<file path="src/tsfu_pkg.sv">
// ----------------------------------------------------------------------------
// tsfu_pkg
// Types and codes shared by the Taylor-series function unit.
// ----------------------------------------------------------------------------
package tsfu_pkg;

  localparam int WORD_W = 64;
  localparam int DEN_W  = 18;
  localparam logic [62:0] MAG_MAX = {63{1'b1}};

  localparam logic [1:0] KIND_SIN  = 2'd0;
  localparam logic [1:0] KIND_ATAN = 2'd1;
  localparam logic [1:0] KIND_LOG  = 2'd2;

  localparam logic [1:0] STAT_CONV   = 2'd0;
  localparam logic [1:0] STAT_DOMAIN = 2'd1;
  localparam logic [1:0] STAT_LIMIT  = 2'd2;

  typedef struct packed {
    logic [1:0]         kind;
    logic signed [31:0] x_value;
  } tsfu_req_t;

  typedef struct packed {
    logic signed [31:0] result_value;
    logic [1:0]         status;
  } tsfu_res_t;

  typedef enum logic [2:0] {
    ST_IDLE,
    ST_X2,
    ST_TERM,
    ST_SCALE,
    ST_DEN,
    ST_DIV,
    ST_ROUND
  } tsfu_state_t;

endpackage

</file>
<file path="src/taylor_series_function_unit.sv">
// ----------------------------------------------------------------------------
// taylor_series_function_unit
// Sine, arctangent and natural log by power series on shared units.
// ----------------------------------------------------------------------------
// Usage:
//   Request channel: drive req (kind, x_value in Q4.28) and pulse start
//   while busy is low; the request is taken on that edge.
//   Result channel: result_valid is high for exactly one cycle with the
//   rounded, saturated Q4.28 value and a status. The receiver cannot
//   stall it; capture it on that cycle.
//   Config channel: cfg_data carries term_limit, written when cfg_valid and
//   cfg_ready are high. cfg_ready follows !busy. A limit of 0 acts as 1.
// Sequence:
//   Out-of-domain or unused-kind requests answer on the next cycle.
//   Otherwise each multiply state launches the multiplier, runs four
//   32x32 partials plus a fold-in step and ends on done, and the
//   bit-serial divide state launches, shifts out 63 quotient bits and
//   ends on done. A term is a product, a scaling multiply, for sine a
//   denominator multiply, then the divide, for up to term_limit terms,
//   after an x-squared multiply (sine, arctangent) and before a
//   rounding state. The next request is taken once busy drops, on the
//   cycle result_valid is high.
// Reset: rst is synchronous; it returns the sequencer to idle, clears the
//   strobe and sets term_limit to 64.
// ----------------------------------------------------------------------------
module taylor_series_function_unit import tsfu_pkg::*; #(
  parameter int FRAC_BITS      = 28,
  parameter int WORK_FRAC_BITS = 48
) (
  input  logic       clk,
  input  logic       rst,
  input  logic       start,
  output logic       busy,
  input  tsfu_req_t  req,
  output logic       result_valid,
  output tsfu_res_t  result,
  input  logic       cfg_valid,
  output logic       cfg_ready,
  input  logic [7:0] cfg_data
);

  localparam int SH = WORK_FRAC_BITS - FRAC_BITS;
  localparam logic signed [33:0] ONE_IN = 34'sd1 <<< FRAC_BITS;
  localparam logic signed [33:0] TWO_IN = 34'sd2 <<< FRAC_BITS;
  localparam logic signed [64:0] SUM_MAX = {2'b00, MAG_MAX};
  localparam logic signed [64:0] SUM_MIN = -SUM_MAX;
  localparam logic [63:0] ONE_W = 64'd1 << WORK_FRAC_BITS;
  localparam logic [63:0] HALF_LSB = 64'd1 << (SH - 1);

  tsfu_state_t state, state_next;

  logic [7:0]         term_limit;
  logic [1:0]         kind;
  logic [62:0]        xm;
  logic               cs;
  logic [62:0]        cm;
  logic               bs;
  logic [62:0]        bm;
  logic               ps;
  logic [62:0]        pm;
  logic [DEN_W-1:0]   den;
  logic signed [63:0] sum;
  logic [7:0]         count;
  logic               launched;

  logic         mul_start, mul_done;
  logic [63:0]  mul_a, mul_b;
  logic [127:0] mul_prod;
  logic         div_start, div_done;
  logic [62:0]  div_q;

  // request decode
  logic               accept;
  logic signed [33:0] xin34;
  logic [31:0]        xin_mag;
  logic [67:0]        xin_sh;
  logic [62:0]        x_mag;
  logic               in_domain;
  logic signed [63:0] x_signed;
  logic signed [63:0] log_d;
  logic [7:0]         limit_eff;
  logic [8:0]         k2p1;
  logic [8:0]         k2;
  logic [62:0]        mulfix_mag;
  logic [62:0]        scale_mag;
  logic               stop_now;
  logic signed [63:0] c_next;
  logic signed [64:0] sum_wide;
  logic [63:0]        sum_mag;
  logic [63:0]        round_mag;
  logic [31:0]        round_out;

  assign accept  = start && !busy;
  assign xin34   = {{2{req.x_value[31]}}, req.x_value};
  assign xin_mag = req.x_value[31] ? 32'd0 - req.x_value : req.x_value;
  assign xin_sh  = {36'd0, xin_mag} << SH;
  assign x_mag   = (xin_sh > {5'd0, MAG_MAX}) ? MAG_MAX : xin_sh[62:0];
  assign x_signed = req.x_value[31] ? -$signed({1'b0, x_mag}) : $signed({1'b0, x_mag});
  assign log_d   = x_signed - $signed(ONE_W);

  always_comb begin
    case (req.kind)
      KIND_SIN:  in_domain = 1'b1;
      KIND_ATAN: in_domain = (xin34 > -ONE_IN) && (xin34 < ONE_IN);
      KIND_LOG:  in_domain = (xin34 > 34'sd0) && (xin34 < TWO_IN);
      default:   in_domain = 1'b0;
    endcase
  end

  assign limit_eff = (term_limit == 8'd0) ? 8'd1 : term_limit;
  assign k2        = {count, 1'b0};
  assign k2p1      = {count, 1'b1};

  // products saturated; mulfix scaled back to the working format, scale kept as is
  assign mulfix_mag = (mul_prod[127:WORK_FRAC_BITS + 63] != '0) ? MAG_MAX
                    : mul_prod[WORK_FRAC_BITS +: 63];
  assign scale_mag  = (mul_prod[127:63] != '0) ? MAG_MAX : mul_prod[62:0];

  assign stop_now = (div_q == '0) || (count >= limit_eff);
  assign c_next   = ps ? $signed({1'b0, div_q}) : -$signed({1'b0, div_q});
  assign sum_wide = {sum[63], sum} + {c_next[63], c_next};

  assign sum_mag   = sum[63] ? 64'd0 - sum : sum;
  assign round_mag = (sum_mag + HALF_LSB) >> SH;
  always_comb begin
    if (sum[63]) begin
      round_out = (round_mag > 64'h8000_0000) ? 32'h8000_0000 : 32'd0 - round_mag[31:0];
    end else begin
      round_out = (round_mag > 64'h7FFF_FFFF) ? 32'h7FFF_FFFF : round_mag[31:0];
    end
  end

  assign busy      = (state != ST_IDLE);
  assign cfg_ready = !busy;

  always_ff @(posedge clk) begin
    if (rst) begin
      state <= ST_IDLE;
    end else begin
      state <= state_next;
    end
  end

  // sequencer: one shared operation per state
  always_comb begin
    state_next = state;
    mul_start  = 1'b0;
    div_start  = 1'b0;
    mul_a      = {1'b0, cm};
    mul_b      = {1'b0, bm};
    unique case (state)
      ST_IDLE: begin
        if (accept && in_domain) begin
          state_next = (req.kind == KIND_LOG) ? ST_TERM : ST_X2;
        end
      end
      ST_X2: begin
        mul_a     = {1'b0, xm};
        mul_b     = {1'b0, xm};
        mul_start = !launched;
        if (mul_done) begin
          state_next = ST_TERM;
        end
      end
      ST_TERM: begin
        mul_start = !launched;
        if (mul_done) begin
          state_next = ST_SCALE;
        end
      end
      ST_SCALE: begin
        mul_a = {1'b0, pm};
        case (kind)
          KIND_ATAN: mul_b = {55'd0, k2 - 9'd1};
          KIND_LOG:  mul_b = {56'd0, count};
          default:   mul_b = 64'd1;
        endcase
        mul_start = !launched;
        if (mul_done) begin
          state_next = (kind == KIND_SIN) ? ST_DEN : ST_DIV;
        end
      end
      ST_DEN: begin
        mul_a     = {55'd0, k2p1};
        mul_b     = {55'd0, k2};
        mul_start = !launched;
        if (mul_done) begin
          state_next = ST_DIV;
        end
      end
      ST_DIV: begin
        div_start = !launched;
        if (div_done) begin
          state_next = stop_now ? ST_ROUND : ST_TERM;
        end
      end
      ST_ROUND: begin
        state_next = ST_IDLE;
      end
      default: begin
        state_next = ST_IDLE;
      end
    endcase
  end

  always_ff @(posedge clk) begin
    if (rst) begin
      term_limit   <= 8'd64;
      launched     <= 1'b0;
      result_valid <= 1'b0;
    end else begin
      if (cfg_valid && cfg_ready) begin
        term_limit <= cfg_data;
      end
      if (mul_done || div_done) begin
        launched <= 1'b0;
      end else if (mul_start || div_start) begin
        launched <= 1'b1;
      end
      // strobe a domain reject at once, a series result after rounding
      result_valid <= (accept && !in_domain) || (state == ST_ROUND);
    end
  end

  // datapath registers
  always_ff @(posedge clk) begin
    if (state == ST_IDLE && accept) begin
      kind  <= req.kind;
      xm    <= x_mag;
      count <= 8'd1;
      if (!in_domain) begin
        result.result_value <= '0;
        result.status       <= STAT_DOMAIN;
      end
      if (req.kind == KIND_LOG) begin
        cs  <= log_d[63];
        cm  <= log_d[63] ? 63'(64'd0 - log_d) : log_d[62:0];
        bs  <= log_d[63];
        bm  <= log_d[63] ? 63'(64'd0 - log_d) : log_d[62:0];
        sum <= log_d;
      end else begin
        cs  <= req.x_value[31];
        cm  <= x_mag;
        bs  <= 1'b0;
        sum <= x_signed;
      end
    end
    if (state == ST_X2 && mul_done) begin
      bm <= mulfix_mag;
    end
    if (state == ST_TERM && mul_done) begin
      pm <= mulfix_mag;
      ps <= cs ^ bs;
    end
    if (state == ST_SCALE && mul_done) begin
      pm <= scale_mag;
      case (kind)
        KIND_ATAN: den <= DEN_W'(k2p1);
        KIND_LOG:  den <= DEN_W'({1'b0, count} + 9'd1);
        default:   den <= '0;
      endcase
    end
    if (state == ST_DEN && mul_done) begin
      den <= mul_prod[DEN_W-1:0];
    end
    if (state == ST_DIV && div_done) begin
      if (!stop_now) begin
        cs    <= !ps;
        cm    <= div_q;
        count <= count + 8'd1;
        if (sum_wide > SUM_MAX) begin
          sum <= SUM_MAX[63:0];
        end else if (sum_wide < SUM_MIN) begin
          sum <= SUM_MIN[63:0];
        end else begin
          sum <= sum_wide[63:0];
        end
      end else begin
        result.status <= (div_q == '0) ? STAT_CONV : STAT_LIMIT;
      end
    end
    if (state == ST_ROUND) begin
      result.result_value <= round_out;
    end
  end

  tsfu_mul u_mul (
    .clk   (clk),
    .rst   (rst),
    .start (mul_start),
    .a     (mul_a),
    .b     (mul_b),
    .done  (mul_done),
    .prod  (mul_prod)
  );

  tsfu_div u_div (
    .clk      (clk),
    .rst      (rst),
    .start    (div_start),
    .dividend (pm),
    .divisor  (den),
    .done     (div_done),
    .quo      (div_q)
  );

endmodule

</file>
<file path="src/tsfu_mul.sv">
// ----------------------------------------------------------------------------
// tsfu_mul
// 64x64 unsigned multiply on one 32x32 multiplier, one partial per cycle.
// ----------------------------------------------------------------------------
module tsfu_mul import tsfu_pkg::*; (
  input  logic          clk,
  input  logic          rst,
  input  logic          start,
  input  logic [63:0]   a,
  input  logic [63:0]   b,
  output logic          done,
  output logic [127:0]  prod
);

  logic [63:0]  a_r;
  logic [63:0]  b_r;
  logic [2:0]   step;
  logic         active;
  logic [63:0]  pp;
  logic [1:0]   pp_idx;
  logic [31:0]  a_half;
  logic [31:0]  b_half;
  logic [6:0]   pp_sh;

  assign a_half = step[1] ? a_r[63:32] : a_r[31:0];
  assign b_half = step[0] ? b_r[63:32] : b_r[31:0];
  assign pp_sh  = {({1'b0, pp_idx[1]} + {1'b0, pp_idx[0]}), 5'd0};

  always_ff @(posedge clk) begin
    if (rst) begin
      active <= 1'b0;
      done   <= 1'b0;
      step   <= '0;
    end else begin
      done <= !start && active && (step == 3'd4);
      if (start) begin
        a_r    <= a;
        b_r    <= b;
        step   <= '0;
        active <= 1'b1;
        prod   <= '0;
      end else if (active) begin
        // issue one partial product, fold in the one from last cycle
        if (step != 3'd4) begin
          pp     <= a_half * b_half;
          pp_idx <= step[1:0];
        end
        if (step != 3'd0) begin
          prod <= prod + ({64'd0, pp} << pp_sh);
        end
        if (step == 3'd4) begin
          active <= 1'b0;
        end
        step <= step + 3'd1;
      end
    end
  end

endmodule

</file>
<file path="src/tsfu_div.sv">
// ----------------------------------------------------------------------------
// tsfu_div
// Restoring divider, one quotient bit per cycle, truncating.
// ----------------------------------------------------------------------------
module tsfu_div import tsfu_pkg::*; (
  input  logic              clk,
  input  logic              rst,
  input  logic              start,
  input  logic [62:0]       dividend,
  input  logic [DEN_W-1:0]  divisor,
  output logic              done,
  output logic [62:0]       quo
);

  logic [DEN_W-1:0] den_r;
  logic [DEN_W:0]   rem;
  logic [5:0]       cnt;
  logic             active;
  logic [DEN_W:0]   trial;
  logic             fits;

  assign trial = {rem[DEN_W-1:0], quo[62]};
  assign fits  = trial >= {1'b0, den_r};

  always_ff @(posedge clk) begin
    if (rst) begin
      active <= 1'b0;
      done   <= 1'b0;
      cnt    <= '0;
    end else begin
      done <= !start && active && (cnt == 6'd62);
      if (start) begin
        den_r  <= divisor;
        quo    <= dividend;
        rem    <= '0;
        cnt    <= '0;
        active <= 1'b1;
      end else if (active) begin
        rem <= fits ? trial - {1'b0, den_r} : trial;
        quo <= {quo[61:0], fits};
        cnt <= cnt + 6'd1;
        if (cnt == 6'd62) begin
          active <= 1'b0;
        end
      end
    end
  end

endmodule

</file>
<file path="config.mk">
export PLATFORM = sky130hd
export DESIGN_NAME = taylor_series_function_unit
export DESIGN_NICKNAME = d
export VERILOG_FILES = /design/src/tsfu_pkg.sv /design/src/taylor_series_function_unit.sv /design/src/tsfu_mul.sv /design/src/tsfu_div.sv
export SDC_FILE = /design/constraint.sdc
export NUM_CORES = 2
export LEC_CHECK = 0
export BUFFER_PORTS_ARGS = -buffer_cell sky130_fd_sc_hd__buf_2
export CAP_MARGIN = 10
export CELL_PAD_IN_SITES_DETAIL_PLACEMENT = 2
export CELL_PAD_IN_SITES_GLOBAL_PLACEMENT = 2
export CORE_MARGIN = 4
export CORE_UTILIZATION = 35
export DETAILED_ROUTE_END_ITERATION = 8
export PLACE_DENSITY_LB_ADDON = 0.1
export SYNTH_ARGS = -nofsm -noshare
export SYNTH_HDL_FRONTEND = slang
export SYNTH_SLANG_ARGS = --single-unit
</file>
<file path="constraint.sdc">
create_clock -name clk -period 12.1 [get_ports clk]
set_input_delay 0.605 -clock clk [delete_from_list [all_inputs] [get_ports clk]]
set_output_delay 0.605 -clock clk [all_outputs]
set_load 0.02 [all_outputs]
</file>
Word level (Yosys, flattened, before mapping)

Cells that the tools add are included.

Add/sub/neg operators: 17
Multiply operators: 1
Div/mod/pow operators: 0
Magnitude comparators: 11
Eq/ne operators: 20
Shift-type cells: 1
Multiplexer cells: 73
Bitwise logic cells: 3
Reductions and logical operators: 55

Operators with widths:

| cell                                                                   | number |
|---|---|
| 63-bit two-way mux                                                     | 15 |
| 64-bit two-way mux                                                     | 9 |
| 63-bit case mux with 3 select lines                                    | 2 |
| 128-bit two-way mux                                                    | 2 |
| 32-bit two-way mux                                                     | 7 |
| 128-bit adder                                                          | 1 |
| 63-bit negator with 64-bit output                                      | 2 |
| 64-bit by 7-bit left shift with 128-bit output                         | 1 |
| 18-bit two-way mux                                                     | 4 |
| 34-bit two-way mux                                                     | 2 |
| 64-bit by 64-bit adder with 65-bit output                              | 1 |
| 65-bit by 64-bit > comparator with 1-bit output, second input constant | 1 |
| 65-bit by 64-bit < comparator with 1-bit output, second input constant | 1 |
| 65-bit nonzero test                                                    | 1 |
| 64-bit by 20-bit adder with 64-bit output, second input constant       | 1 |
| 32-bit by 32-bit multiplier with 64-bit output                         | 1 |
| 1-bit by 32-bit subtractor with 32-bit output, first input constant    | 2 |
| 1-bit by 64-bit subtractor with 64-bit output, first input constant    | 1 |
| 64-bit by 50-bit subtractor with 64-bit output, second input constant  | 1 |
| 52-bit by 63-bit > comparator with 1-bit output, second input constant | 1 |
| 63-bit zero test                                                       | 1 |
| 1-bit by 63-bit subtractor with 63-bit output, first input constant    | 1 |
| 44-bit by 31-bit > comparator with 1-bit output, second input constant | 1 |
| 44-bit by 32-bit > comparator with 1-bit output, second input constant | 1 |
| 46 further kinds                                                       | 121 |

Register bits after elaboration: 828
Latch bits: 0
Bits in writable memories: 0
Memory bits (read-only): 0
Input bits: 46
Memories kept: 0

Logic depth before layout (Yosys ltp)

Word-level depth: 13
Depth in mapped cells: 39
Depth with buffers taken out: 35

Cells and area by module

Synthesis repeated with hierarchy kept, for this count alone.

Cells, all modules: 10016
Area total of the unflattened synthesis: 89139.2 sq um

By module, submodules not included:

| module                      | instances | cells each | area each (sq um) | sequential area each (sq um) |
|---|---|---|---|---|
| tsfu_mul                    | 1         | 5875       | 53596.4           | 9769.4 |
| taylor_series_function_unit | 1         | 3745       | 30204.0           | 9389.0 |
| tsfu_div                    | 1         | 396        | 5338.9            | 3133.0 |

Worst setup path before layout

No wires, ideal clock.

Kind: register -> register
From: reg u_mul.step[1]
To: reg u_mul.pp[58] (data pin)
Setup time: 263 ps
Arrival: 9652 ps
Slack: 2185 ps
Stages on the path, launching flop included: 35
Path buffers: 3
Clock period less this slack: 9915 ps
Path through: dfxtp_1 clkbuf_1 clkbuf_1 mux2i_1 clkbuf_1 nor2_1 fa_1 inv_1 fa_1 fa_1 fa_1 inv_1 fa_1 fa_1 fa_1 inv_1 fa_1 inv_1 ha_1 a21o_1 a21o_1 a21o_1 a221o_1 a221o_1 a31o_2 nor2_1 o41ai_1 a31o_2 a41o_1 a21o_1 a221o_1 a21oi_1 o21ai_0 a21oi_1 xnor2_1

Cells in the longest elaborated chain, start to end: 2

RTL lines:

| element                                        | RTL line       | source |
|---|---|---|
| from (decl)                                    | tsfu_mul.sv:17 | `logic [2:0] step;` |
| from (signal assigned)                         | tsfu_mul.sv:54 | `step <= step + 3'd1;` |
| 32-bit two-way mux                             | tsfu_mul.sv:25 | `assign a_half = step[1] ? a_r[63:32] : a_r[31:0];` |
| 32-bit by 32-bit multiplier with 64-bit output | tsfu_mul.sv:45 | `pp <= a_half * b_half;` |
| to (signal assigned)                           | tsfu_mul.sv:45 |  |
| to (decl)                                      | tsfu_mul.sv:19 | `logic [63:0] pp;` |

No other way between the ends.
A chain may end at the register's enable or synchronous reset.

Final worst setup path

From: reg u_mul.step[0]
To: reg u_mul.pp[62] (data pin)

Cells in the longest elaborated chain, start to end: 2

RTL lines:

| element                                        | RTL line       | source |
|---|---|---|
| 32-bit two-way mux                             | tsfu_mul.sv:26 | `assign b_half = step[0] ? b_r[63:32] : b_r[31:0];` |
| 32-bit by 32-bit multiplier with 64-bit output | tsfu_mul.sv:45 |  |

No other way between the ends.

==> reports/qor_table.md <==
| Metric | Value |
| --- | --- |
| Status | finished clean |
| Maximum clock frequency | 92.35 MHz |
| Most heavily used metal layer in global routing | met2 |
| Post-synthesis cell type count | 101 |
| Total clock buffers created by CTS | 95 |
| Syn-to-layout area delta | 8.799% |
| Height of the die | 503.1 um |
| Area of combinational cells with multiple inputs | 58,000 um^2 |
| Global-route wire length before repair | 601,600 um |
| Fill cell count | 26.85k |
| Yosys warning total | 0 |
| Max Clock Skew | 0.04525 ns |
| Number of buffer and inverter instances along the worst setup path | 7 |
| Number of slew-limit violations in the final report | 0 |
| Slowest stage cell on the critical path | sky130_fd_sc_hd__dfxtp_4 |
| Largest fanout on the critical path | 39 |
| Cell with the most instances on the worst path | sky130_fd_sc_hd__fa_1 |
| Count of buffers from port buffering | 82 |
| Latest clock arrival within the worst-skew pair | 0.76 ns |
| Utilization after layout | 38.34% |
| Least-Margin Pin Slew | 1.355 ns |
| Sum Neg Setup Slack | 0 ns |
| Number of standard-cell rows in the floorplan | 181 |
| Number of instances in the synthesized netlist | 9,715 |
| Number of buffers added to fix hold violations after cts | 0 |
| Routed Wire Length | 422,400 um |
| Arrival time at the worst endpoint | 11.30 ns |
| Number of antenna violations at the first check in global routing | 29 |
| Buffers from clock root to sink, at most | 3 |
| Initial Util | 35.24% |
| Max-Cap Viols | 0 |
| Biggest cell delay along the critical path | 0.89 ns |
| Met1 layer usage reported by global route | 43.07% |
| Final worst path period share | 89.49% |
| Via count of the first global-routing pass | 80.75k |
| Final hold violation count | 0 |
| Slew margin rel. | 9.309% |
| Net count after synthesis | 11.16k |
| EDFF count, synth | 631 |
| Synthesis-stage register bit count | 795 |
| Grt ovf | 0 |
| Final weighted congestion in routability-driven placement | 0.9838 |
| Proportion of synthesized flip-flops having asynchronous set or reset | 0% |
| Final count of negative-setup-slack endpoints | 0 |
| Overall fraction of global-route tracks in use | 33.04% |
| Primary flip-flop cell chosen by synthesis mapping | sky130_fd_sc_hd__edfxtp_1 |
| Min-Delay Startpoint | cfg_data[6] |
| Required time reported for the critical path endpoint | 12.58 ns |
| Startpoint of the worst setup timing path | u_mul.step[0] |
| Launching element type of the critical path | flop |
| Count of unresolved DRC violations after routing | 0 |
| Placeable core area | 243,500 um^2 |
| Post-CTS Setup Repair Bufs | 0 |
| Number of violations reported at the end of detailed-routing iteration 0 | 6,688 |
| Total via count in the routed design | 75.47k |
| Fraction of the yosys area taken by sequential cells | 25.92% |
| WL per Instance | 32.90 um |
| Count of clock tree sinks | 795 |
| Crit end category | flop |
| Worst r2r src | u_mul.step[0] |
| Top-level port count | 83 |
| Area taken by flip-flops and latches | 22,250 um^2 |
| Average cell area after synthesis | 8.830 um^2 |
| Antenna viol nets, final | 0 |
| Die W | 503.1 um |
| GRT met3 Usage | 4.548% |
| Ratio of cells with drive above 1 in the final layout | 6.956% |
| GR Layer Usage met2 | 53.33% |
| Category of the critical setup timing path | reg2reg |
| Post-route minimum period | 10.83 ns |
| Number of vias per cell | 5.876 |
| Mapped cell area | 85,780 um^2 |
| CP top delay family | adder cells |
| Resize count post-CTS | 0 |
| Worst min-delay path category | in2reg |
| DPL Wire Length | 339,000 um |
| Detailed-router iteration count before antenna repair | 6 |
| Number of nets at the end of the flow | 11.00k |
| CTS tree | done |
| Buffer cell driving the clock tree root | sky130_fd_sc_hd__clkbuf_16 |
| Pin count of the biggest net entering global routing | 129 |
| Clock transition at the registers of the reported paths | 0.07 ns |
| Die footprint | 253,100 um^2 |
| Unrepaired setup endpoints after global routing | false |
| CTS H-tree lvls | 3 |
==> layout make-up <==
type | count | share of cell area, %
flip-flops and latches | 795 | 23.84
diodes | 8 | 0.02145
clock inverters | 53 | 0.6033
clock buffers | 125 | 2.835
repair buffers | 260 | 1.896
multi-input cells | 7311 | 62.14
inverters | 1088 | 4.377
well taps | 3202 | 4.293
==> metrics by stage <==
step                setup WS [ns]  area (um^2)  instances  hold slack (ns)
global route               0.8817        93320      12835           0.1169
finish                      1.272        93330      12842           0.1301
floorplan                   2.185        85780       9715           0.4003
global placement            1.426        90090      12655           0.4003
detailed placement          1.322        90100      12656           0.4052
CTS                         1.326        93310      12834          0.07469
==> routing by layer <==
layer / wire [um] / part of all wire (%)
met3: 26630 / 6.3
met1: 175100 / 41
met5: 80 / 0.019
met2: 193100 / 46
met4: 27460 / 6.5
==> state kept, by name, summed over array words and instances (netlist names), 32 cells and up <==
signal,cells
u_mul.prod,128
sum,64
u_mul.pp,64
bm,63
cm,63
pm,63
u_div.quo,63
u_mul.a_r,63
u_mul.b_r,63
result,34
xm,32
==> cells in the final DEF, fill, tap and decap left out, types with 36 or more instances in the layout <==
master / netlist / layout
sky130_fd_sc_hd__edfxtp_1: 631 / 631
sky130_fd_sc_hd__and2_1: 84 / 83
sky130_fd_sc_hd__a211oi_1: 36 / 36
sky130_fd_sc_hd__o22ai_1: 44 / 44
sky130_fd_sc_hd__nor2_1: 1282 / 1273
sky130_fd_sc_hd__buf_2: 8 / 83
sky130_fd_sc_hd__a31oi_1: 72 / 71
sky130_fd_sc_hd__nor4_1: 67 / 66
sky130_fd_sc_hd__o21ai_0: 297 / 297
sky130_fd_sc_hd__nand3_1: 131 / 130
sky130_fd_sc_hd__fa_1: 899 / 899
sky130_fd_sc_hd__or3_1: 54 / 54
sky130_fd_sc_hd__a22o_1: 91 / 91
sky130_fd_sc_hd__and3_1: 64 / 64
sky130_fd_sc_hd__o22a_1: 65 / 65
sky130_fd_sc_hd__a221oi_1: 37 / 37
sky130_fd_sc_hd__nor2b_1: 103 / 100
sky130_fd_sc_hd__nand2_1: 1153 / 1149
sky130_fd_sc_hd__a21o_1: 139 / 139
sky130_fd_sc_hd__xnor2_1: 274 / 273
sky130_fd_sc_hd__nor3_1: 143 / 142
sky130_fd_sc_hd__o21a_1: 37 / 37
sky130_fd_sc_hd__a21oi_1: 654 / 651
sky130_fd_sc_hd__mux2i_1: 105 / 48
sky130_fd_sc_hd__mux2i_2: 0 / 44
sky130_fd_sc_hd__xor2_1: 231 / 230
sky130_fd_sc_hd__dfxtp_1: 164 / 158
sky130_fd_sc_hd__buf_4: 0 / 175
sky130_fd_sc_hd__inv_1: 1084 / 1084
sky130_fd_sc_hd__clkbuf_16: 0 / 100
sky130_fd_sc_hd__o21bai_1: 61 / 61
sky130_fd_sc_hd__o31ai_1: 47 / 47
sky130_fd_sc_hd__ha_1: 499 / 498
sky130_fd_sc_hd__nand2b_1: 67 / 65
sky130_fd_sc_hd__mux2_2: 100 / 100
sky130_fd_sc_hd__nand4_1: 94 / 94
==> cells by family after synthesis <==
family,after synthesis,synth area share [%]
AND/OR/NAND/NOR,3380,17.43
multiplexers,205,2.538
adder cells (fa/ha/maj),1399,28.27
buffers and inverters,1609,7.071
flip-flops,795,25.92
AO/OA/AOI/OAI,1821,13.60
XOR/XNOR,506,5.175
==> Yosys cell counts, types with 84 or more instances <==
master / instances / area, um^2
sky130_fd_sc_hd__nor2_1: 1282 / 4812
sky130_fd_sc_hd__nand2_1: 1153 / 4328
sky130_fd_sc_hd__inv_1: 1084 / 4069
sky130_fd_sc_hd__fa_1: 899 / 18000
sky130_fd_sc_hd__a21oi_1: 654 / 3273
sky130_fd_sc_hd__edfxtp_1: 631 / 18950
sky130_fd_sc_hd__ha_1: 499 / 6243
sky130_fd_sc_hd__clkbuf_1: 471 / 1768
sky130_fd_sc_hd__o21ai_0: 297 / 1486
sky130_fd_sc_hd__xnor2_1: 274 / 2400
sky130_fd_sc_hd__xor2_1: 231 / 2023
sky130_fd_sc_hd__dfxtp_1: 164 / 3283
sky130_fd_sc_hd__nor3_1: 143 / 715.7
sky130_fd_sc_hd__a21o_1: 139 / 1044
sky130_fd_sc_hd__nand3_1: 131 / 655.6
sky130_fd_sc_hd__mux2i_1: 105 / 1051
sky130_fd_sc_hd__nor2b_1: 103 / 644.4
sky130_fd_sc_hd__mux2_2: 100 / 1126
sky130_fd_sc_hd__nand4_1: 94 / 588.1
sky130_fd_sc_hd__a22o_1: 91 / 797.0
sky130_fd_sc_hd__and2_1: 84 / 525.5
==> worst reg2reg max path: cells and delay by family, from the launching register on <==
kind            cells  cell delay [ns]
compound gates     14             3.24
mux                 1             0.85
buf+inv             7             1.11
flops               1             0.89
fa+ha+maj           9             4.01
simple gates        3             0.43
==> path summary, 6_finish.rpt <==
| kind | endpoint | slack, ns | cells after the start |
|---|---|---|---|
| max | u_mul.pp[62] | 1.27 | 34 |
| max reg2reg | u_mul.pp[62] | 1.27 | 34 |
| min | term_limit[6] | 0.13 | 3 |
| min reg2reg | u_div.den_r[6] | 0.42 | 0 |
Power is left out: the tool's default activity adds up to more than one toggle a clock period on the data nets, which glitch-free logic cannot reach.
